$ cat config.mk
export PLATFORM = sky130hd
export DESIGN_NAME = multichannel_pwm_generator_flat
export DESIGN_NICKNAME = d
export VERILOG_FILES = /design/src/rtl/mpwm_pkg.sv /design/src/rtl/mpwm_in_if.sv /design/src/rtl/mpwm_out_if.sv /design/src/rtl/mpwm_decode.sv /design/src/rtl/mpwm_channel.sv /design/src/rtl/multichannel_pwm_generator.sv /design/src/flat_wrapper.sv
export VERILOG_INCLUDE_DIRS = /design/src /design/src/rtl
export SDC_FILE = /design/constraint.sdc
export NUM_CORES = 2
export LEC_CHECK = 0
export ABC_CLOCK_PERIOD_IN_PS = 5800
export BUFFER_PORTS_ARGS = -buffer_cell sky130_fd_sc_hd__buf_2
export CORE_MARGIN = 2
export CORE_UTILIZATION = 30
export CTS_CLUSTER_SIZE = 12
export DETAILED_ROUTE_END_ITERATION = 7
export PLACE_DENSITY = 0.45
export SETUP_SLACK_MARGIN = 0.05
export SLEW_MARGIN = 30
export SYNTH_ARGS = -nofsm -noshare
export SYNTH_HDL_FRONTEND = slang
export SYNTH_SLANG_ARGS = --single-unit
$ cat constraint.sdc
create_clock -name clk -period 5.8 [get_ports clk]
set_clock_uncertainty 0.2 [all_clocks]
set_input_delay 0 -clock clk [delete_from_list [all_inputs] [get_ports clk]]
set_output_delay 0 -clock clk [all_outputs]
set_load 0.02 [all_outputs]
$ cat src/rtl/multichannel_pwm_generator_defines.svh
// assertion macros for the multichannel pwm generator
// no dependencies; included by files that carry concurrent assertions
`ifndef MULTICHANNEL_PWM_GENERATOR_DEFINES_SVH
`define MULTICHANNEL_PWM_GENERATOR_DEFINES_SVH
`ifndef SYNTHESIS
// immediate implication under reset
`define MPWM_ASSERT_NOW(lbl, clk, rst_n, ante, cons) \
	lbl: assert property (@(posedge clk) disable iff (!rst_n) (ante) |-> (cons)) \
		else $error("mpwm assertion failed");
// next-cycle implication under reset
`define MPWM_ASSERT_NEXT(lbl, clk, rst_n, ante, cons) \
	lbl: assert property (@(posedge clk) disable iff (!rst_n) (ante) |=> (cons)) \
		else $error("mpwm assertion failed");
`else
`define MPWM_ASSERT_NOW(lbl, clk, rst_n, ante, cons)
`define MPWM_ASSERT_NEXT(lbl, clk, rst_n, ante, cons)
`endif
`endif

$ cat src/rtl/mpwm_pkg.sv
// shared types and constants of the multichannel pwm generator
// no dependencies
package mpwm_pkg;

	localparam int MAX_CHANNELS = 8;
	localparam int LEVEL_WIDTH = 6;
	localparam int MIN_PERIOD = 2;
	localparam int PRESCALE_STEP = 4;

	// control word field positions
	localparam int TRIG_POS = 0;
	localparam int POL_POS = 8;
	localparam int TYPE_POS = 16;
	localparam int SMOOTH_POS = 24;

	// register word indexes
	localparam logic [3:0] REG_CONTROL = 4'd0;
	localparam logic [3:0] REG_PRESCALE = 4'd1;
	localparam logic [3:0] REG_FIRST_CHAN = 4'd2;

	typedef enum logic [1:0] {
		ACT_READ  = 2'd0,
		ACT_WRITE = 2'd1,
		ACT_TICK  = 2'd2
	} action_t;

	// decoded access, one lane per possible channel
	typedef struct packed {
		logic                    tick;
		logic                    wr_ctrl;
		logic                    wr_prescale;
		logic [MAX_CHANNELS-1:0] wr_period;
		logic [MAX_CHANNELS-1:0] wr_duty;
		logic [MAX_CHANNELS-1:0] rise;
		logic                    rd_ctrl;
		logic                    rd_prescale;
		logic                    rd_period;
		logic                    rd_duty;
		logic [2:0]              chan;
		logic                    bad;
	} acc_t;

endpackage

$ cat src/rtl/mpwm_in_if.sv
// command channel of the pwm generator: access or tick items
// no dependencies
interface mpwm_in_if;
	logic        valid;
	logic        ready;
	logic [1:0]  action;
	logic [3:0]  reg_index;
	logic [31:0] write_value;

	modport source (output valid, output action, output reg_index, output write_value,
		input ready);
	modport sink (input valid, input action, input reg_index, input write_value,
		output ready);
endinterface

$ cat src/rtl/mpwm_out_if.sv
// result channel of the pwm generator: read data, levels, error flag
// no dependencies
interface mpwm_out_if;
	logic        valid;
	logic        ready;
	logic [31:0] read_value;
	logic [5:0]  pwm_levels;
	logic        bad_index;

	modport source (output valid, output read_value, output pwm_levels, output bad_index,
		input ready);
	modport sink (input valid, input read_value, input pwm_levels, input bad_index,
		output ready);
endinterface

$ cat src/rtl/mpwm_decode.sv
// access decoder: turns one registered item into per-channel strobes
// depends on mpwm_pkg
module mpwm_decode #(
	parameter int CHANNELS = 6
) (
	input  logic [1:0]          action,
	input  logic [3:0]          reg_index,
	input  logic [31:0]         write_value,
	input  logic [CHANNELS-1:0] trigger,
	output mpwm_pkg::acc_t      acc
);
	import mpwm_pkg::*;

	localparam logic [4:0] EndIdx = 5'(2 + 2 * CHANNELS);

	logic       is_rd;
	logic       is_wr;
	logic       chan_hit;
	logic [3:0] rel_idx;
	logic [CHANNELS-1:0] rise;

	assign rel_idx = reg_index - REG_FIRST_CHAN;
	assign chan_hit = (reg_index >= REG_FIRST_CHAN) && ({1'b0, reg_index} < EndIdx);
	assign rise = write_value[TRIG_POS +: CHANNELS] & ~trigger;

	always_comb begin
		is_rd = 1'b0;
		is_wr = 1'b0;
		acc = '0;
		case (action_t'(action))
			ACT_READ:  is_rd = 1'b1;
			ACT_WRITE: is_wr = 1'b1;
			ACT_TICK:  acc.tick = 1'b1;
			default:   acc.tick = 1'b0;
		endcase
		acc.chan = rel_idx[3:1];
		if (is_rd || is_wr) begin
			if (reg_index == REG_CONTROL) begin
				acc.rd_ctrl = is_rd;
				acc.wr_ctrl = is_wr;
				if (is_wr)
					acc.rise = MAX_CHANNELS'(rise);
			end else if (reg_index == REG_PRESCALE) begin
				acc.rd_prescale = is_rd;
				acc.wr_prescale = is_wr;
			end else if (chan_hit) begin
				if (!reg_index[0]) begin
					acc.rd_period = is_rd;
					if (is_wr)
						acc.wr_period = MAX_CHANNELS'(1) << rel_idx[3:1];
				end else begin
					acc.rd_duty = is_rd;
					if (is_wr)
						acc.wr_duty = MAX_CHANNELS'(1) << rel_idx[3:1];
				end
			end else begin
				acc.bad = 1'b1;
			end
		end
	end

endmodule

$ cat src/rtl/mpwm_channel.sv
// one pwm channel: shadow and active sets, prescale divider, period counter
// depends on mpwm_pkg
module mpwm_channel #(
	parameter int CHAN = 0,
	parameter int COUNT_WIDTH = 24,
	parameter int PRESCALE_WIDTH = 3
) (
	input  logic                      clk,
	input  logic                      arst_n,
	input  logic                      en,
	input  mpwm_pkg::acc_t            acc,
	input  logic [31:0]               write_value,
	input  logic                      pol_new,
	output logic [PRESCALE_WIDTH-1:0] prescale_shadow,
	output logic [COUNT_WIDTH-1:0]    period_shadow,
	output logic [COUNT_WIDTH-1:0]    duty_shadow,
	output logic                      level_d
);
	import mpwm_pkg::*;

	localparam logic [COUNT_WIDTH-1:0] MinPeriod = COUNT_WIDTH'(MIN_PERIOD);

	logic [PRESCALE_WIDTH-1:0] pre_sh_q, pre_act_q, pre_act_d, div_q, div_d;
	logic [COUNT_WIDTH-1:0]    per_sh_q, duty_sh_q;
	logic [COUNT_WIDTH-1:0]    per_act_q, per_act_d, duty_act_q, duty_act_d, cnt_q, cnt_d;
	logic                      pol_act_q, pol_act_d;
	logic [COUNT_WIDTH:0]      cnt_inc;
	logic                      on;

	assign cnt_inc = {1'b0, cnt_q} + (COUNT_WIDTH + 1)'(1);

	always_comb begin
		pre_act_d = pre_act_q;
		per_act_d = per_act_q;
		duty_act_d = duty_act_q;
		pol_act_d = pol_act_q;
		cnt_d = cnt_q;
		div_d = div_q;
		if (acc.rise[CHAN]) begin
			pre_act_d = pre_sh_q;
			per_act_d = per_sh_q;
			duty_act_d = duty_sh_q;
			pol_act_d = pol_new;
			cnt_d = '0;
			div_d = '0;
		end else if (acc.tick) begin
			if (per_act_q < MinPeriod) begin
				cnt_d = '0;
				div_d = '0;
			end else if (div_q >= pre_act_q) begin
				div_d = '0;
				if (cnt_inc >= {1'b0, per_act_q})
					cnt_d = '0;
				else
					cnt_d = cnt_inc[COUNT_WIDTH-1:0];
			end else begin
				div_d = div_q + PRESCALE_WIDTH'(1);
			end
		end
	end

	assign on = (per_act_d >= MinPeriod) && (cnt_d < duty_act_d);
	assign level_d = on ? pol_act_d : ~pol_act_d;

	always_ff @(posedge clk or negedge arst_n) begin
		if (!arst_n) begin
			pre_sh_q <= '0;
			per_sh_q <= '0;
			duty_sh_q <= '0;
			pre_act_q <= '0;
			per_act_q <= '0;
			duty_act_q <= '0;
			pol_act_q <= 1'b0;
			cnt_q <= '0;
			div_q <= '0;
		end else if (en) begin
			if (acc.wr_prescale)
				pre_sh_q <= write_value[PRESCALE_STEP * CHAN +: PRESCALE_WIDTH];
			if (acc.wr_period[CHAN])
				per_sh_q <= write_value[COUNT_WIDTH-1:0];
			if (acc.wr_duty[CHAN])
				duty_sh_q <= write_value[COUNT_WIDTH-1:0];
			pre_act_q <= pre_act_d;
			per_act_q <= per_act_d;
			duty_act_q <= duty_act_d;
			pol_act_q <= pol_act_d;
			cnt_q <= cnt_d;
			div_q <= div_d;
		end
	end

	assign prescale_shadow = pre_sh_q;
	assign period_shadow = per_sh_q;
	assign duty_shadow = duty_sh_q;

endmodule

$ cat src/rtl/multichannel_pwm_generator.sv
// top level of the multichannel pwm generator: item registers, control word, readback
// depends on mpwm_pkg, mpwm_in_if, mpwm_out_if, mpwm_decode, mpwm_channel and the defines header
//
// Each command item is a register read, a register write or one prescaler clock tick.
// The block takes one item per clock cycle and keeps that rate while results are being
// taken; an item is captured in an input register, and when it moves on the whole state
// update (trigger edge load, divider and period counters of all channels, readback) is
// done in one step into the result register. The rate is set by that update of the
// per-channel counters. Period, duty and prescale writes land in shadow registers; a
// rising trigger bit in a control write copies a channel's shadow set and polarity into
// its active set and restarts its counters. pwm_levels reports each channel's level after
// the update; a period below two holds the idle level. There is no clearing pass: all
// control and channel state resets to zero at once, so every channel idles high
// after reset.
module multichannel_pwm_generator #(
	parameter int CHANNELS = 6,
	parameter int COUNT_WIDTH = 24,
	parameter int PRESCALE_WIDTH = 3
) (
	input logic clk,
	input logic arst_n,
	mpwm_in_if.sink cmd,
	mpwm_out_if.source rsp
);
	import mpwm_pkg::*;
	`include "multichannel_pwm_generator_defines.svh"

	// input register
	logic        valid_s1;
	logic [1:0]  action_s1;
	logic [3:0]  reg_index_s1;
	logic [31:0] write_value_s1;

	// result register
	logic        valid_s2;
	logic [31:0] read_value_s2;
	logic [LEVEL_WIDTH-1:0] pwm_levels_s2;
	logic        bad_index_s2;

	// control word bits
	logic [CHANNELS-1:0] trigger_q, polarity_q, type_q, smooth_q;

	logic adv;
	acc_t acc;
	logic [31:0] rd_value;
	logic [CHANNELS-1:0] level_d;
	logic [MAX_CHANNELS-1:0] level_pad;

	logic [PRESCALE_WIDTH-1:0] pre_sh [CHANNELS];
	logic [COUNT_WIDTH-1:0]    per_sh [CHANNELS];
	logic [COUNT_WIDTH-1:0]    duty_sh [CHANNELS];

	// the stage-one item moves on when the result register is free or being emptied
	assign adv = valid_s1 && (!valid_s2 || rsp.ready);
	assign cmd.ready = !valid_s1 || adv;

	always_ff @(posedge clk or negedge arst_n) begin
		if (!arst_n)
			valid_s1 <= 1'b0;
		else if (cmd.ready)
			valid_s1 <= cmd.valid;
	end

	// item payload needs no reset
	always_ff @(posedge clk) begin
		if (cmd.valid && cmd.ready) begin
			action_s1 <= cmd.action;
			reg_index_s1 <= cmd.reg_index;
			write_value_s1 <= cmd.write_value;
		end
	end

	mpwm_decode #(
		.CHANNELS(CHANNELS)
	) u_decode (
		.action(action_s1),
		.reg_index(reg_index_s1),
		.write_value(write_value_s1),
		.trigger(trigger_q),
		.acc(acc)
	);

	// control word holds trigger, polarity, type and smooth bits
	always_ff @(posedge clk or negedge arst_n) begin
		if (!arst_n) begin
			trigger_q <= '0;
			polarity_q <= '0;
			type_q <= '0;
			smooth_q <= '0;
		end else if (adv && acc.wr_ctrl) begin
			trigger_q <= write_value_s1[TRIG_POS +: CHANNELS];
			polarity_q <= write_value_s1[POL_POS +: CHANNELS];
			type_q <= write_value_s1[TYPE_POS +: CHANNELS];
			smooth_q <= write_value_s1[SMOOTH_POS +: CHANNELS];
		end
	end

	// one channel slice each
	for (genvar c = 0; c < CHANNELS; c++) begin : g_chan
		mpwm_channel #(
			.CHAN(c),
			.COUNT_WIDTH(COUNT_WIDTH),
			.PRESCALE_WIDTH(PRESCALE_WIDTH)
		) u_chan (
			.clk(clk),
			.arst_n(arst_n),
			.en(adv),
			.acc(acc),
			.write_value(write_value_s1),
			.pol_new(write_value_s1[POL_POS + c]),
			.prescale_shadow(pre_sh[c]),
			.period_shadow(per_sh[c]),
			.duty_shadow(duty_sh[c]),
			.level_d(level_d[c])
		);
	end

	// readback: control word, packed prescale word, or one channel's shadow count
	always_comb begin
		rd_value = '0;
		if (acc.rd_ctrl) begin
			rd_value[TRIG_POS +: CHANNELS] = trigger_q;
			rd_value[POL_POS +: CHANNELS] = polarity_q;
			rd_value[TYPE_POS +: CHANNELS] = type_q;
			rd_value[SMOOTH_POS +: CHANNELS] = smooth_q;
		end else if (acc.rd_prescale) begin
			for (int c = 0; c < CHANNELS; c++)
				rd_value[PRESCALE_STEP * c +: PRESCALE_WIDTH] = pre_sh[c];
		end else if (acc.rd_period || acc.rd_duty) begin
			for (int c = 0; c < CHANNELS; c++) begin
				if (acc.chan == 3'(c))
					rd_value = acc.rd_period ? 32'(per_sh[c]) : 32'(duty_sh[c]);
			end
		end
	end

	// only the low channels reach the level port
	assign level_pad = MAX_CHANNELS'(level_d);

	always_ff @(posedge clk or negedge arst_n) begin
		if (!arst_n)
			valid_s2 <= 1'b0;
		else if (adv)
			valid_s2 <= 1'b1;
		else if (rsp.ready)
			valid_s2 <= 1'b0;
	end

	always_ff @(posedge clk) begin
		if (adv) begin
			read_value_s2 <= rd_value;
			pwm_levels_s2 <= level_pad[LEVEL_WIDTH-1:0];
			bad_index_s2 <= acc.bad;
		end
	end

	assign rsp.valid = valid_s2;
	assign rsp.read_value = read_value_s2;
	assign rsp.pwm_levels = pwm_levels_s2;
	assign rsp.bad_index = bad_index_s2;

	// input side stalls only when both stages are full and the result is held
	`MPWM_ASSERT_NOW(a_stall_cause, clk, arst_n, !cmd.ready, valid_s1 && valid_s2 && !rsp.ready)
	// a moved item always shows up as a result
	`MPWM_ASSERT_NEXT(a_adv_result, clk, arst_n, adv, valid_s2)
	// an access to no register reads as zero
	`MPWM_ASSERT_NOW(a_bad_zero, clk, arst_n, valid_s2 && bad_index_s2, read_value_s2 == 32'd0)
	// control writes land in the trigger bits
	`MPWM_ASSERT_NEXT(a_trig_write, clk, arst_n, adv && acc.wr_ctrl,
		trigger_q == $past(write_value_s1[TRIG_POS +: CHANNELS]))

endmodule
$ cat src/flat_wrapper.sv
// flat-port wrapper written by rule: the top's interface ports become plain ports
module multichannel_pwm_generator_flat import mpwm_pkg::*;
#(
	parameter int CHANNELS = 6,
	parameter int COUNT_WIDTH = 24,
	parameter int PRESCALE_WIDTH = 3
)
  (clk, arst_n, cmd_valid, cmd_action, cmd_reg_index, cmd_write_value, cmd_ready, rsp_valid, rsp_read_value, rsp_pwm_levels, rsp_bad_index, rsp_ready);
  mpwm_in_if cmd_i ();
  mpwm_out_if rsp_i ();
  input logic clk;
  input logic arst_n;
  input wire logic [$bits(cmd_i.valid)-1:0] cmd_valid;
  input wire logic [$bits(cmd_i.action)-1:0] cmd_action;
  input wire logic [$bits(cmd_i.reg_index)-1:0] cmd_reg_index;
  input wire logic [$bits(cmd_i.write_value)-1:0] cmd_write_value;
  output wire logic [$bits(cmd_i.ready)-1:0] cmd_ready;
  output wire logic [$bits(rsp_i.valid)-1:0] rsp_valid;
  output wire logic [$bits(rsp_i.read_value)-1:0] rsp_read_value;
  output wire logic [$bits(rsp_i.pwm_levels)-1:0] rsp_pwm_levels;
  output wire logic [$bits(rsp_i.bad_index)-1:0] rsp_bad_index;
  input wire logic [$bits(rsp_i.ready)-1:0] rsp_ready;
  assign cmd_i.valid = cmd_valid;
  assign cmd_i.action = cmd_action;
  assign cmd_i.reg_index = cmd_reg_index;
  assign cmd_i.write_value = cmd_write_value;
  assign cmd_ready = cmd_i.ready;
  assign rsp_valid = rsp_i.valid;
  assign rsp_read_value = rsp_i.read_value;
  assign rsp_pwm_levels = rsp_i.pwm_levels;
  assign rsp_bad_index = rsp_i.bad_index;
  assign rsp_i.ready = rsp_ready;
  multichannel_pwm_generator #(.CHANNELS(CHANNELS), .COUNT_WIDTH(COUNT_WIDTH), .PRESCALE_WIDTH(PRESCALE_WIDTH)) u_core (.clk(clk), .arst_n(arst_n), .cmd(cmd_i), .rsp(rsp_i));
endmodule
==> run summary <==
The clock insertion delay at the later pin of the skew report came out at 0.76 ns. The run finished with clean final reports. At the pin with the least slew margin, the transition time is 1.09 ns. The die is 410 um wide.

The family with the most delay on the worst path is compound AO/OA/AOI/OAI gates. STA classifies the critical path startpoint as a register. The detail-routed via count per cell is 5.21. The depth of the CTS H-tree came out at 3.

The sequential cells in the finished layout cover a total of 0.0224 mm^2. The critical path class is register to register. For this run, the share of the core covered by cells in the final layout is 37.1%.

Synthesis inferred 879 register bits. In this run, CTS created clock tree buffers numbering 106. The maximum buffer depth of the clock tree came out at 3. The die footprint is 0.168 mm^2. The global-route usage over all layers came out at 21.1%. The setup-violating endpoint count in the final report came out at 0. After clock tree synthesis, the clock-pin slew on the worst setup and hold paths is 0.06 ns.

The flip-flop cell with the highest count after synthesis is sky130_fd_sc_hd__dfrtp_1. The worst slack on hold paths came out at 0.00601 ns. The finished cells cover 0.0605 mm^2. The worst pin sits at a relative slew slack of 27.5%. In this run the count of I/O pins placed on the die edge is 83.

The routability congestion estimate from global placement came out at 0.926. Port buffering added 78 buffers. The most common library cell in the layout ignoring fill and taps is sky130_fd_sc_hd__dfrtp_1. Together, buffers and inverters on the worst path number 3. The maximum frequency from static timing analysis came out at 0.177 GHz. The start point of the worst min-delay path is cmd_valid. In this run the critical register-to-register path is launched from u_core.g_chan[4].u_chan.cnt_q[4]$_DFFE_PN0P_.

The pre-CTS worst setup slack came out at -0.375 ns. The average routed wire per standard cell came out at 23.8 um. The leakage power is 0.0294 uW. In the layout the commonest cells are 803 x sky130_fd_sc_hd__dfrtp_1, 548 x sky130_fd_sc_hd__nand2_1, 469 x sky130_fd_sc_hd__mux2_2, 466 x sky130_fd_sc_hd__o21ai_0, 415 x sky130_fd_sc_hd__buf_4. The TritonCTS sink count came out at 879.

The data arrival time of the critical path came out at 5.94 ns. The core region area came out at 0.163 mm^2. The signed area change from the synthesized netlist to the final layout came out at 22.4%.

The largest stage delay on the critical path came out at 0.56 ns. The sum of overflow across all layers after global routing came out at 0. Synthesis produced 4849 cells. In this run the cell area of the synthesized design comes to 0.0494 mm^2. The maximum vdd drop is 0.231 mV. The global-route wire length before repair came out at 266000 um. The path with the worst hold slack has its endpoint at u_core.write_value_s1[10]$_DFFE_PP_. The share of synthesized area occupied by flip-flops and latches is 45.2%. The maximum number of pins on one net before global-route repair came out at 162. The fraction of synthesis flops using an asynchronous set or reset pin came out at 91.7%.

The number of max-cap violations is 0. The worst-case register-to-register setup slack came out at 0.15 ns. The multi-input gate area in the final layout is 0.0260 mm^2. For this block, the initial DRC count from the detailed router was 2955. Of the cells placed in the final design, the portion with a size suffix greater than 1 is 25.0%.

The tightest min-delay check is of the input pin to register type. The required time of the worst setup path is 6.09 ns. The final worst-path setup slack is 0.154 ns. In this run the cell area measured after placement is 0.0548 mm^2.

The number of global-route vias before repair is 38609. Once detail routing completed, the nets flagged for antenna violations numbered 0. The worst reg-to-reg path cell count came out at 25. In this run, distinct cell masters in the synthesized netlist total 80. Setup repair after global routing could not meet its margin everywhere. The maximum fanout along the worst path came out at 4.

Averaged over all synthesized cells, the footprint is 10.2 um^2. For this design the ratio of total power to cell area is 291 mW/mm^2. The number of failing hold endpoints at the final stage is 0. The root buffer cell chosen for the clock tree is sky130_fd_sc_hd__clkbuf_16. The detailed-placement wirelength estimate is 133000 um.

The clock period minus worst slack came out at 5.65 ns. The initial antenna violation count came out at 8. The worst register-to-register path ends at u_core.rsp.pwm_levels[4]$_DFFE_PP_. The slowest stage of the critical path belongs to the cell sky130_fd_sc_hd__or4b_1. The number of flops mapped to enable cells by yosys came out at 73. The number of placement rows is 148. For this configuration, the core starts out at a cell density of 30.3%. The first-pass iteration count of the detailed router is 5.

The wire length reported by the detailed router is 180000 um. For this run, the post-layout net count is 5641. TritonCTS built the clock tree. The capturing element type of the critical path is a register.

The total via count in the routed design is 39298. The max-slew violation count was 0. The post-layout total power is 17600 uW. The cell depth of the worst hold path is 3. The count of fill cells added during filler insertion came out at 16234.

The Yosys step of the flow raised 0 warnings. The height of the die came out at 410 um. The number of remaining DRC errors is 0.

The final worst-path cycle share is 97.3%.
==> cells in the mapped netlist, drive strengths merged (9+ instances only) <==
master	n	area [um^2]
a21o	65	488
a22oi	30	225
nand3	94	470
dfrtp	806	20200
clkbuf	210	788
and4	16	140
and3	39	244
o21a	12	90.1
edfxtp	73	2190
a22o	44	385
buf	61	307
and2	14	87.6
ha	312	3900
xnor2	62	543
nor2	193	727
o22ai	69	432
o211ai	10	75.1
a21oi	137	686
nor3	67	362
o31ai	37	278
nor2b	20	125
nand2	552	2070
mux2	469	5280
a31oi	12	75.1
o21ai	501	2510
nor3b	9	72.6
nand2b	24	150
a211oi	16	120
inv	257	965
nor4	84	544
nand4	91	576
or3	16	105
mux2i	269	2690
xor2	74	648
==> state kept, by name, summed over array words and instances (netlist names), 6 cells and up <==
| signal | count |
|---|---|
| u_core.g_chan.u_chan.div_q | 18 |
| u_core.trigger_q | 6 |
| u_core.g_chan.u_chan.duty_act_q | 144 |
| u_core.type_q | 6 |
| u_core.g_chan.u_chan.per_act_q | 144 |
| u_core.write_value_s1 | 30 |
| u_core.g_chan.u_chan.pre_act_q | 18 |
| u_core.g_chan.u_chan.period_shadow | 144 |
| u_core.rsp.pwm_levels | 6 |
| u_core.rsp.read_value | 30 |
| u_core.g_chan.u_chan.cnt_q | 144 |
| u_core.smooth_q | 6 |
| u_core.polarity_q | 6 |
| u_core.g_chan.u_chan.duty_shadow | 144 |
| u_core.g_chan.u_chan.prescale_shadow | 18 |
| u_core.g_chan.u_chan.pol_act_q | 6 |
==> report_power, final <==
| part | internal (uW) | switching [uW] |
|---|---|---|
| clock | 4130 | 2930 |
| combinational | 1260 | 1830 |
| sequential | 6820 | 633 |
| total | 12200 | 5400 |
==> final cells by class <==
type / count / area share, %
antenna: 1 / 0.00414
tap: 2175 / 4.50
inverter: 258 / 1.61
multi-input combinational: 3443 / 43.0
sequential: 879 / 37.0
clock buffer: 138 / 4.80
clock inverter: 56 / 1.25
timing repair buffer: 599 / 7.85
==> per-stage QoR <==
step | TNS [ns] | instances
final | 0 | 7549
after global routing | -0.142 | 7548
after CTS | 0 | 7509
after detailed placement | -0.681 | 7232
after global placement | -0.599 | 7227
after floorplan | 0 | 4850
==> routing by layer <==
layer	GRT usage (%)	routed length (um)
met5	0	0
met4	6.56	5520
met3	2.74	8180
met2	32.5	79900
met1	30.5	86100
==> timing repair <==
| item | CTS | global route |
|---|---|---|
| pin swaps | 3 | 69 |
| resized for setup | 35 | 169 |
| cloned | 1 | 2 |
| hold buffers | 80 | 0 |
| setup buffers | 2 | 34 |
| hold endpoints to repair | 904 | 0 |
| setup endpoints to repair | 5 | 6 |
==> tightest hold or removal path: stages <==
cell and delay, ns:
sky130_fd_sc_hd__dlygate4sd3_1 0.57, sky130_fd_sc_hd__buf_2 0.13, sky130_fd_sc_hd__and2_2 0.14
==> how the worst max path moves through the flow <==
| stage | from | cells after the start | slack (ns) | to |
|---|---|---|---|---|
| 2_1_floorplan | u_core.g_chan[4].u_chan.cnt_q[0]$_DFFE_PN0P_ | 28 | 0.06 | u_core.rsp.pwm_levels[4]$_DFFE_PP_ |
| 3_3_place_gp | u_core.g_chan[5].u_chan.cnt_q[0]$_DFFE_PN0P_ | 25 | -0.44 | u_core.rsp.pwm_levels[5]$_DFFE_PP_ |
| 3_5_place_dp | u_core.g_chan[5].u_chan.cnt_q[0]$_DFFE_PN0P_ | 25 | -0.37 | u_core.rsp.pwm_levels[5]$_DFFE_PP_ |
| 4_1_cts | u_core.g_chan[5].u_chan.cnt_q[0]$_DFFE_PN0P_ | 26 | 0.03 | u_core.rsp.pwm_levels[5]$_DFFE_PP_ |
| 5_1_grt | u_core.g_chan[4].u_chan.cnt_q[2]$_DFFE_PN0P_ | 26 | -0.12 | u_core.rsp.pwm_levels[4]$_DFFE_PP_ |
| 6_report | u_core.g_chan[4].u_chan.cnt_q[4]$_DFFE_PN0P_ | 25 | 0.15 | u_core.rsp.pwm_levels[4]$_DFFE_PP_ |
==> kinds of logic (layout without fill, tap and decap cells) <==
| logic type | Yosys count | count (layout) | share of synthesized area, % |
|---|---|---|---|
| and+or+nand+nor | 1244 | 1245 | 11.9 |
| AOI/OAI and AO/OA | 1010 | 1010 | 12.3 |
| DFF | 879 | 879 | 45.2 |
| muxes | 738 | 738 | 16.1 |
| buffers and inverters | 529 | 1051 | 4.17 |
| adders and majority gates | 312 | 312 | 7.90 |
| xor gates and xnor gates | 136 | 136 | 2.41 |
| other | 1 | 3 | 0.00759 |
(Power assumes the default switching activity.)
